### config.mk
export PLATFORM = sky130hd
export DESIGN_NAME = timed_on_off_pattern_sequencer
export DESIGN_NICKNAME = d
export VERILOG_FILES = /design/src/rtl/core/tops_pkg.sv /design/src/rtl/core/tops_step_mem.sv /design/src/rtl/core/tops_ctrl.sv /design/src/rtl/core/timed_on_off_pattern_sequencer.sv
export SDC_FILE = /design/constraint.sdc
export NUM_CORES = 1
export LEC_CHECK = 0
export BUFFER_PORTS_ARGS = -buffer_cell sky130_fd_sc_hd__buf_2
export CORE_MARGIN = 3
export CORE_UTILIZATION = 60
export DETAILED_ROUTE_END_ITERATION = 10
export PLACE_DENSITY = 0.78
export SYNTH_ARGS = -nofsm -noshare
export SYNTH_HDL_FRONTEND = slang
export SYNTH_SLANG_ARGS = --single-unit
### constraint.sdc
create_clock -name clk -period 10.8 [get_ports clk]
set_input_delay 2.7 -clock clk [delete_from_list [all_inputs] [get_ports clk]]
set_output_delay 2.7 -clock clk [all_outputs]
set_load 0.005 [all_outputs]
### src/rtl/core/tops_pkg.sv
`timescale 1ns / 1ps

package tops_pkg;

  // default pattern depth
  localparam int MAX_STEPS_DEF = 16;

  // pattern entry layout: level in the top bit, duration below it
  localparam int ENTRY_W  = 32;
  localparam int DUR_W    = 31;
  localparam int LEVEL_IX = 31;

  // widest entry index carried between modules
  localparam int ADDR_MAX_W = 8;

  // item codes
  typedef enum logic [2:0] {
    ACT_TICK  = 3'd0,
    ACT_ON    = 3'd1,
    ACT_OFF   = 3'd2,
    ACT_BEEP  = 3'd3,
    ACT_START = 3'd4,
    ACT_WRITE = 3'd5
  } tops_action_t;

  // sequencer states
  typedef enum logic [1:0] {
    ST_IDLE,
    ST_START,
    ST_SVC,
    ST_FINISH
  } tops_state_t;

  // write request toward the pattern memory
  typedef struct packed {
    logic                  en;
    logic [ADDR_MAX_W-1:0] addr;
    logic [ENTRY_W-1:0]    data;
  } tops_wr_t;

endpackage

### src/rtl/core/tops_step_mem.sv
`timescale 1ns / 1ps

module tops_step_mem
  import tops_pkg::*;
#(
  parameter int DEPTH  = MAX_STEPS_DEF,
  parameter int ADDR_W = 4
) (
  input  logic               clk,
  input  tops_wr_t           wr,
  input  logic [ADDR_W-1:0]  rd_addr,
  output logic [ENTRY_W-1:0] rd_data
);

  logic [ENTRY_W-1:0] mem [DEPTH];

  // one write port
  always_ff @(posedge clk) begin
    if (wr.en) begin
      mem[wr.addr[ADDR_W-1:0]] <= wr.data;
    end
  end

  // registered read port
  always_ff @(posedge clk) begin
    rd_data <= mem[rd_addr];
  end

endmodule

### src/rtl/core/tops_ctrl.sv
`timescale 1ns / 1ps

module tops_ctrl
  import tops_pkg::*;
#(
  parameter int MAX_STEPS = MAX_STEPS_DEF,
  parameter int IDX_W     = 4,
  parameter int CNT_W     = 5
) (
  input  logic               clk,
  input  logic               rst,
  input  logic               in_valid,
  output logic               in_ready,
  input  logic [2:0]         action,
  input  logic [31:0]        now_time,
  input  logic [30:0]        beep_length,
  input  logic [4:0]         seq_length,
  input  logic [3:0]         entry_slot,
  input  logic               entry_level,
  input  logic [30:0]        entry_time,
  output logic               out_valid,
  input  logic               out_ready,
  output logic               buzzer_on_level,
  output logic               sequence_running,
  output logic [3:0]         step_position,
  output tops_wr_t           wr,
  output logic [IDX_W-1:0]   rd_addr,
  input  logic [ENTRY_W-1:0] rd_data
);

  tops_state_t state, state_next;

  logic [CNT_W-1:0] step_total, step_total_next;
  logic [IDX_W-1:0] step_now, step_now_next;
  logic [31:0]      due_ms, due_ms_next;
  logic             busy, busy_next;
  logic             level_reg, level_reg_next;
  logic [31:0]      now_q;
  logic             out_valid_next;

  logic             accept;
  logic             out_free;
  logic             expired;
  logic             more_steps;
  logic [31:0]      diff;
  logic [8:0]       rd_pick;
  logic [8:0]       seq_ext;
  logic [7:0]       pos_ext;
  tops_action_t     act;

  assign accept   = in_valid && in_ready;
  assign in_ready = (state == ST_IDLE);
  assign out_free = !out_valid || out_ready;
  assign act      = tops_action_t'(action);

  // wrap-safe deadline test and step count check
  assign diff       = now_q - due_ms;
  assign expired    = busy && !diff[31];
  assign more_steps = ((CNT_W + 1)'(step_now) + (CNT_W + 1)'(1)) < (CNT_W + 1)'(step_total);
  assign seq_ext    = 9'(seq_length);

  // next state
  always_comb begin
    state_next = state;
    case (state)
      ST_IDLE: begin
        if (accept) begin
          case (act)
            ACT_TICK:  state_next = ST_SVC;
            ACT_BEEP:  state_next = ST_SVC;
            ACT_START: state_next = (seq_length == 5'd0) ? ST_FINISH : ST_START;
            default:   state_next = ST_FINISH;
          endcase
        end
      end
      ST_START:  state_next = ST_SVC;
      ST_SVC: begin
        if (!expired || !more_steps) begin
          state_next = ST_FINISH;
        end
      end
      ST_FINISH: begin
        if (out_free) begin
          state_next = ST_IDLE;
        end
      end
      default:   state_next = ST_IDLE;
    endcase
  end

  // timing state updates and memory requests
  always_comb begin
    step_total_next = step_total;
    step_now_next   = step_now;
    due_ms_next     = due_ms;
    busy_next       = busy;
    level_reg_next  = level_reg;
    out_valid_next  = out_valid && !out_ready;
    wr.en           = 1'b0;
    wr.addr         = ADDR_MAX_W'(entry_slot);
    wr.data         = {entry_level, entry_time};
    case (state)
      ST_IDLE: begin
        if (accept) begin
          case (act)
            ACT_ON, ACT_OFF: begin
              step_total_next = '0;
              step_now_next   = '0;
              busy_next       = 1'b0;
              level_reg_next  = (act == ACT_ON);
            end
            ACT_BEEP: begin
              step_total_next = '0;
              step_now_next   = '0;
              busy_next       = 1'b1;
              level_reg_next  = 1'b1;
              due_ms_next     = now_time + {1'b0, beep_length};
            end
            ACT_START: begin
              if (seq_length == 5'd0) begin
                step_total_next = '0;
                step_now_next   = '0;
                busy_next       = 1'b0;
                level_reg_next  = 1'b0;
              end else if (seq_ext > 9'(MAX_STEPS)) begin
                step_total_next = CNT_W'(MAX_STEPS);
              end else begin
                step_total_next = CNT_W'(seq_length);
              end
            end
            ACT_WRITE: begin
              wr.en = (9'(entry_slot) < 9'(MAX_STEPS));
            end
            default: begin
            end
          endcase
        end
      end
      // entry 0 arrives from memory
      ST_START: begin
        step_now_next  = '0;
        busy_next      = 1'b1;
        level_reg_next = rd_data[LEVEL_IX];
        due_ms_next    = now_q + {1'b0, rd_data[DUR_W-1:0]};
      end
      // one expired step per cycle, next entry prefetched
      ST_SVC: begin
        if (expired) begin
          if (more_steps) begin
            step_now_next  = step_now + IDX_W'(1);
            level_reg_next = rd_data[LEVEL_IX];
            due_ms_next    = due_ms + {1'b0, rd_data[DUR_W-1:0]};
          end else begin
            step_total_next = '0;
            step_now_next   = '0;
            busy_next       = 1'b0;
            level_reg_next  = 1'b0;
          end
        end
      end
      ST_FINISH: begin
        if (out_free) begin
          out_valid_next = 1'b1;
        end
      end
      default: begin
      end
    endcase
  end

  // read address: entry 0 for a pattern start or past the last slot, else the step after the next one
  always_comb begin
    rd_pick = 9'(step_now_next) + 9'd1;
    if (state == ST_IDLE && act == ACT_START) begin
      rd_addr = '0;
    end else if (rd_pick < 9'(MAX_STEPS)) begin
      rd_addr = IDX_W'(rd_pick);
    end else begin
      rd_addr = '0;
    end
  end

  assign pos_ext = 8'(step_now);

  // control registers
  always_ff @(posedge clk) begin
    if (rst) begin
      state      <= ST_IDLE;
      step_total <= '0;
      step_now   <= '0;
      due_ms     <= '0;
      busy       <= 1'b0;
      level_reg  <= 1'b0;
      out_valid  <= 1'b0;
    end else begin
      state      <= state_next;
      step_total <= step_total_next;
      step_now   <= step_now_next;
      due_ms     <= due_ms_next;
      busy       <= busy_next;
      level_reg  <= level_reg_next;
      out_valid  <= out_valid_next;
    end
  end

  // item time and result payload
  always_ff @(posedge clk) begin
    if (accept) begin
      now_q <= now_time;
    end
    if (state == ST_FINISH && out_free) begin
      buzzer_on_level  <= level_reg;
      sequence_running <= busy;
      step_position    <= pos_ext[3:0];
    end
  end

endmodule

### src/rtl/core/timed_on_off_pattern_sequencer.sv
`timescale 1ns / 1ps
// channel  | signals                                         | direction
// input    | in_valid, in_ready, action, now_time,           | in
//          | beep_length, seq_length, entry_slot,            |
//          | entry_level, entry_time                         |
// output   | out_valid, out_ready, buzzer_on_level,          | out
//          | sequence_running, step_position                 |
//
// force on/off, entry write, a zero-length start and unused codes go straight to finish.
// a tick or a timed beep passes through service, any other pattern start through start,
// then service; the pattern memory yields one step per cycle.
// synchronous reset clears the timing state and out_valid, not the payload or the memory.
// a new transaction is taken while the last result still waits on out_ready;
// a held result stalls only the finish of the following transaction.

module timed_on_off_pattern_sequencer
  import tops_pkg::*;
#(
  parameter int MAX_STEPS = MAX_STEPS_DEF
) (
  input  logic        clk,
  input  logic        rst,
  input  logic        in_valid,
  output logic        in_ready,
  input  logic [2:0]  action,
  input  logic [31:0] now_time,
  input  logic [30:0] beep_length,
  input  logic [4:0]  seq_length,
  input  logic [3:0]  entry_slot,
  input  logic        entry_level,
  input  logic [30:0] entry_time,
  output logic        out_valid,
  input  logic        out_ready,
  output logic        buzzer_on_level,
  output logic        sequence_running,
  output logic [3:0]  step_position
);

  localparam int IDX_W = (MAX_STEPS > 1) ? $clog2(MAX_STEPS) : 1;
  localparam int CNT_W = $clog2(MAX_STEPS + 1);

  tops_wr_t           wr;
  logic [IDX_W-1:0]   rd_addr;
  logic [ENTRY_W-1:0] rd_data;

  // sequencer control and timing state
  tops_ctrl #(
    .MAX_STEPS (MAX_STEPS),
    .IDX_W     (IDX_W),
    .CNT_W     (CNT_W)
  ) u_ctrl (
    .clk              (clk),
    .rst              (rst),
    .in_valid         (in_valid),
    .in_ready         (in_ready),
    .action           (action),
    .now_time         (now_time),
    .beep_length      (beep_length),
    .seq_length       (seq_length),
    .entry_slot       (entry_slot),
    .entry_level      (entry_level),
    .entry_time       (entry_time),
    .out_valid        (out_valid),
    .out_ready        (out_ready),
    .buzzer_on_level  (buzzer_on_level),
    .sequence_running (sequence_running),
    .step_position    (step_position),
    .wr               (wr),
    .rd_addr          (rd_addr),
    .rd_data          (rd_data)
  );

  // pattern step storage
  tops_step_mem #(
    .DEPTH  (MAX_STEPS),
    .ADDR_W (IDX_W)
  ) u_mem (
    .clk     (clk),
    .wr      (wr),
    .rd_addr (rd_addr),
    .rd_data (rd_data)
  );

endmodule
* Word level (Yosys, flattened, before mapping) *
Memories as Yosys holds them, arrays and structs flattened. A register that Yosys moved wholly into a read port is not among the register bits.
Index checks and enable logic that the tools add are counted.

storage, ports and cells
  bits in registers = 84
  RAM bits = 512
  bits of input ports = 111
  memories = 1
  output and inout port bits = 8

memory list
  memory     depth  width  read ports  clocked after Yosys merged registers in  wr ports  line                 source
  u_mem.mem  16     32     1           1                                        1         tops_step_mem.sv:15  logic [ENTRY_W-1:0] mem [DEPTH];

cells by class
  reduce and logical (&&, ||, !) cells = 25
  $lt $le $gt $ge = 3
  equality and inequality tests = 18
  muxes and demuxes = 44
  add/sub/neg operators = 7

operator list
  kind                                                    count
  two-way mux 32 bit                                      4
  adder 32 x 31 -> 32 bit                                 3
  case mux 32 bit (3 select lines)                        1
  subtractor 32 bit                                       1
  two-way mux 5 bit                                       5
  two-way mux 4 bit                                       6
  case mux 5 bit (2 select lines)                         2
  AND reduction 5 bit                                     3
  two-way mux 1 bit                                       14
  case mux 1 bit (3 select lines)                         4
  case mux 4 bit (3 select lines)                         1
  adder 4 x 1 -> 5 bit (second input constant)            2
  < comparator 9 x 5 -> 1 bit (second input constant)     1
  two-way mux 2 bit                                       4
  inequality test 2 x 1 -> 1 bit (second input constant)  4
  case mux 2 bit (4 select lines)                         1
  case mux 4 bit (2 select lines)                         1
  equality test 3 x 2 -> 1 bit (second input constant)    2
  equality test 3 bit (second input constant)             2
  < comparator 6 x 5 -> 1 bit                             1
  inequality test 2 bit (second input constant)           3
  inequality test 3 bit (second input constant)           2
  AND reduction 6 bit                                     1
  > comparator 5 bit (second input constant)              1
  17 further kinds                                        28

* Depth between registers and ports, before layout *
  word-level depth = 9
  mapped depth = 21
  depth with buffers taken out = 18

* Hierarchy *
A second synthesis with hierarchy kept.

second synthesis, totals
  cell total of the unflattened synthesis = 1766
  area total of the unflattened synthesis = 27825.4 um2

by module, submodules not included
  module         times used  area each (um2)  cells each
  tops_step_mem  1           19835.3          838
  tops_ctrl      1           7990.2           928

* Worst setup path before layout *
No wires, ideal clock.

  path type = in2reg
  start = in in_valid
  end = mem u_mem.mem[0][0] (enable)
  path slack = 3953 ps
  arrival = 6385 ps
  library setup time = 461 ps
  path buffers = 0
  stages = 4
  path through = and2_1 nand4_1 or3_1 nor3_1

between the ends
  cells in the longest elaborated chain, start to end = 5

ends and longest elaborated chain
  what                                     line                                  source
  start: declaration                       timed_on_off_pattern_sequencer.sv:23  input logic in_valid,
  logical AND 1 bit                        tops_ctrl.sv:51                       assign accept = in_valid && in_ready;
  two-way mux 1 bit                        tops_ctrl.sv:104                      if (accept) begin
  two-way mux 1 bit                        tops_ctrl.sv:102                      case (state)
  two-way mux 1 bit                        tops_step_mem.sv:19                   if (wr.en) begin
  two-way mux 1 bit (implied by the code)  tops_step_mem.sv:20                   mem[wr.addr[ADDR_W-1:0]] <= wr.data;
  end: declaration                         tops_step_mem.sv:15

No other way between the ends.

* Worst setup path in the final report *
  start = in seq_length[0]
  end = reg u_mem.rd_data[19] (read register of u_mem.mem)

between the ends
  cells in the longest elaborated chain, start to end = 9

ends and longest elaborated chain
  what                                 line                                  source
  start: declaration                   timed_on_off_pattern_sequencer.sv:28  input logic [4:0] seq_length,
  zero test 5 bit (*)                  tops_ctrl.sv:120                      if (seq_length == 5'd0) begin
  two-way mux 4 bit (*)                tops_ctrl.sv:120
  case mux 4 bit (2 select lines) (*)  tops_ctrl.sv:105                      case (act)
  two-way mux 4 bit (*)                tops_ctrl.sv:104
  case mux 4 bit (3 select lines) (*)  tops_ctrl.sv:102
  via u_ctrl.step_now_next[1]          tops_ctrl.sv:34                       logic [IDX_W-1:0] step_now, step_now_next;
  adder 4 x 1 -> 5 bit (*)             tops_ctrl.sv:173                      rd_pick = 9'(step_now_next) + 9'd1;
  < comparator 9 x 5 -> 1 bit          tops_ctrl.sv:176                      end else if (rd_pick < 9'(MAX_STEPS)) begin
  two-way mux 4 bit (*)                tops_ctrl.sv:176
  two-way mux 4 bit (*)                tops_ctrl.sv:174                      if (state == ST_IDLE && act == ACT_START) begin
  end: declaration                     tops_step_mem.sv:12                   output logic [ENTRY_W-1:0] rd_data

The timed path passes the listed nets; every way through them passes the cells marked *.
A chain may end at the register's enable or synchronous reset.

==> metrics <==
#FFs+latches synth=628; Worst VDD drop=446.8 µV; Pre-antenna DRT Iters=8; Setup crit end=u_mem.rd_data[19]; Worst Setup End Kind=flip-flop; fin crit share=70.13%; register area=18,080 µm²; drt total wl=67,960 µm; multiplexer share of the synthesized area=6.648%; Final Hold Viols=0; clock buffer depth=3; commonest non-fill, non-tap cell in the layout=edfxtp_1; Mapped Cells=2,076; failing checks=DRC; post-synthesis instance area=28,250 µm²; CP top delay family=compound AO/OA/AOI/OAI gates; Leak Pwr=11.45 nW; Cell variety after synth=76; Mean Syn Cell Area=13.61 µm²; Tot GR Track Use=26.68%; FMAX=132.0 MHz; syn_nets=2,292; multi-input logic area=9234 µm²; Die Span X=223.0 µm; combinational power share=24.2%; Placed Instances=2,739; vias in the first global route=18,294; Critical Path RT=11.30 ns; Seq/Total Area, Yosys=63.99%; Largest register FFs=512; WP data arrival=8.07 ns; metal2 WL=33,060 µm; post-route worst setup slack=3.226 ns; Reg power frac=43.2%; reg2reg setup slack=4.44 ns; first-pass GRT wire length=102,800 µm; number of buffers added on ports=118; Sw Pwr=1.910 mW; GPL Wtd Cong=0.9405; FF-to-FF Start=u_ctrl.now_q[2]; Area Growth Syn to Fin=11.75%; r2r endpoint=u_mem.rd_data[19]; Synth Area in Adders=4.704%; Synthesis Warnings=0; # IOs=119; clock transition at the registers of the reported paths=0.06 ns; CP Buf/Inv Count=3; hold_buf cts=0; critical path class=input pin to flip-flop; TritonCTS clock tree=yes; Compound-Gate Fraction of Synth Area=13.21%; residual DRC count=2; CTS buffer count=60; crit path launch type=input pin; status=finished, violations left; setup violators final=0; pre-CTS setup slack=2.686 ns; highest metal used=met5; # rows=78; Final Max Tran Viols=0; minimum clock period=7.574 ns; crit-path max FO=67; Clock Latency Late Sink=0.62 ns; post-CTS setup buffer count=0; overall die area=49,720 µm²; switch share=29.24%; CP Cell Sequence=buf_2 > or4_1 > nor3_1 > o21bai_1 > a2111oi_1 > nand4bb_1 > nand2_1 > ha_1 > inv_1 > o31a_4 > nand2_4 > buf_4 > o221ai_1 > nand4_1 > a211o_1; Core Region=45,970 µm²; Final #Nets=2,417; combinational family with the most area after synthesis=compound AO/OA/AOI/OAI gates; layout cells sized above 1=15.14%; Slew @ Worst Pin=1.178 ns; Final HPWL DP=37,950 µm; RSZ-0062 raised after global routing=false; Non-Filler Instances=2,854; wire length on met3=5966 µm; crit path from=seq_length[0]; Slew Limit Headroom=21.47%; most frequent cells in the layout=edfxtp_1 (550), inv_1 (187), o221ai_1 (128), buf_2 (118), ha_1 (101); share of synthesized registers carrying an async set or reset=0%; die height=223.0 µm; Post-Synth XOR/XNOR Area=1.674%; initial antenna violation count=4; clock tree root buffer cell=clkbuf_16; CP peak stage delay=0.80 ns; Post-Synth Simple-Gate Area=5.815%; Wirelength per Cell=23.81 µm; EDFF count, synth=550; clk_skew=0.01286 ns; Crit path depth=15; maxcap violations=0; Synth Flop Type=edfxtp_1; Critical-path top delay cell=o31a_4; H-Tree Level Count=2; FF-to-FF path depth=17; Pwr per Cell Area=207.0 nW/µm²; sum of negative setup slack=0 ns; Hold Crit Class=flip-flop to flip-flop; largest net degree at the start of global routing=93; Initial Util=61.46%; Resized cells post-CTS=0; gr ovfl total=0; fin util=68.68%; DRT iter0 DRCs=2,134; via/cell ratio=6.417; Clock power frac=32.6%; vias=18,315; fill cell count=2,993; Power Internal=4.623 mW; Antenna Violating Nets Remaining=0; total clock sinks=628; met1 WL=26,660 µm
==> worst reg2reg max path, delay by kind of cell (launching register included) <==
kind | cells | cell delay, ns
compound gates | 7 | 2.81
fa+ha+maj | 2 | 0.55
buf+inv | 3 | 0.84
flops | 1 | 0.41
simple gates | 5 | 1.65
==> synthesized netlist by cell type, types with 3 or more instances <==
master,count,area share (%)
xnor2_1,37,1.1
o21ai_0,64,1.1
nand2_1,74,0.98
or3_1,12,0.27
dfxtp_1,78,5.5
buf_1,7,0.093
a211oi_1,25,0.66
a31oi_1,12,0.27
edfxtp_1,550,58
o21a_1,10,0.27
o22ai_1,65,1.4
nand3_1,21,0.37
a211o_1,38,1.2
mux2_4,4,0.21
a21boi_0,4,0.11
and2_1,6,0.13
nor3_1,20,0.35
nor2b_1,9,0.20
a21o_1,29,0.77
o2111ai_1,3,0.093
nor2_1,102,1.4
o21bai_1,10,0.27
mux2i_1,5,0.18
xor2_1,17,0.53
or2_2,3,0.066
a311oi_1,3,0.093
mux2_2,66,2.6
and3_1,6,0.13
inv_1,187,2.5
nand4_1,44,0.97
a21oi_1,80,1.4
nand4bb_1,3,0.12
o211ai_1,12,0.32
o31ai_1,4,0.11
o221ai_1,128,4.0
nand2b_1,17,0.38
mux2_1,91,3.6
clkbuf_1,49,0.65
buf_6,11,0.44
buf_2,14,0.25
ha_1,103,4.6
o211a_1,4,0.14
==> per-stage QoR <==
step	power (mW)	area (µm²)	hold slack [ns]
global route	6.834	31560	0.4498
CTS	6.542	31560	0.4326
global placement	4.366	29560	0.4140
detailed placement	4.422	29560	0.4180
floorplan	4.029	28250	0.4080
finish	6.534	31570	0.4294
==> cell families (layout without fill, tap and decap cells) <==
kind of cell             Yosys count  after routing
adder cells (fa/ha/maj)          105            105
buffers and inverters            270            446
multiplexers                     166            166
AND/OR/NAND/NOR                  332            332
other                              0              2
AO/OA/AOI/OAI                    521            521
flip-flops                       628            628
XOR/XNOR                          54             54
==> area by class of cell <==
type	instances	share of cell area, %
clock inverters	34	1.237
multi-input cells	1178	29.25
inverters	188	2.235
diodes	2	0.01585
clock buffers	79	5.109
repair buffers	145	2.513
well taps	600	2.378
flip-flops and latches	628	57.26
==> power by group through the flow <==
stage               clock [mW]  sequential, mW  combinational (mW)
detailed placement           0            2.87                1.55
floorplan                    0            2.84                1.19
CTS                       2.15            2.82                1.57
global placement             0            2.87                1.50
finish                    2.13            2.82                1.58
global route              2.25            2.83                1.75
==> how the worst min path moves through the flow <==
stage / from / to / depth (start not counted)
after floorplan: u_ctrl.level_reg / u_ctrl.buzzer_on_level / 0
after CTS: u_ctrl.level_reg / u_ctrl.buzzer_on_level / 0
after detailed placement: u_ctrl.level_reg / u_ctrl.buzzer_on_level / 0
after global placement: u_ctrl.level_reg / u_ctrl.buzzer_on_level / 0
after global routing: u_ctrl.level_reg / u_ctrl.buzzer_on_level / 0
final: u_ctrl.level_reg / u_ctrl.buzzer_on_level / 0
==> layer usage <==
metal	vias up	GRT usage, %
li1	8321	-
met1	8883	34.89
met2	915	44.97
met3	192	4.566
met4	4	10.19
met5	-	0
No activity file was read; power rests on OpenSTA's default activity.
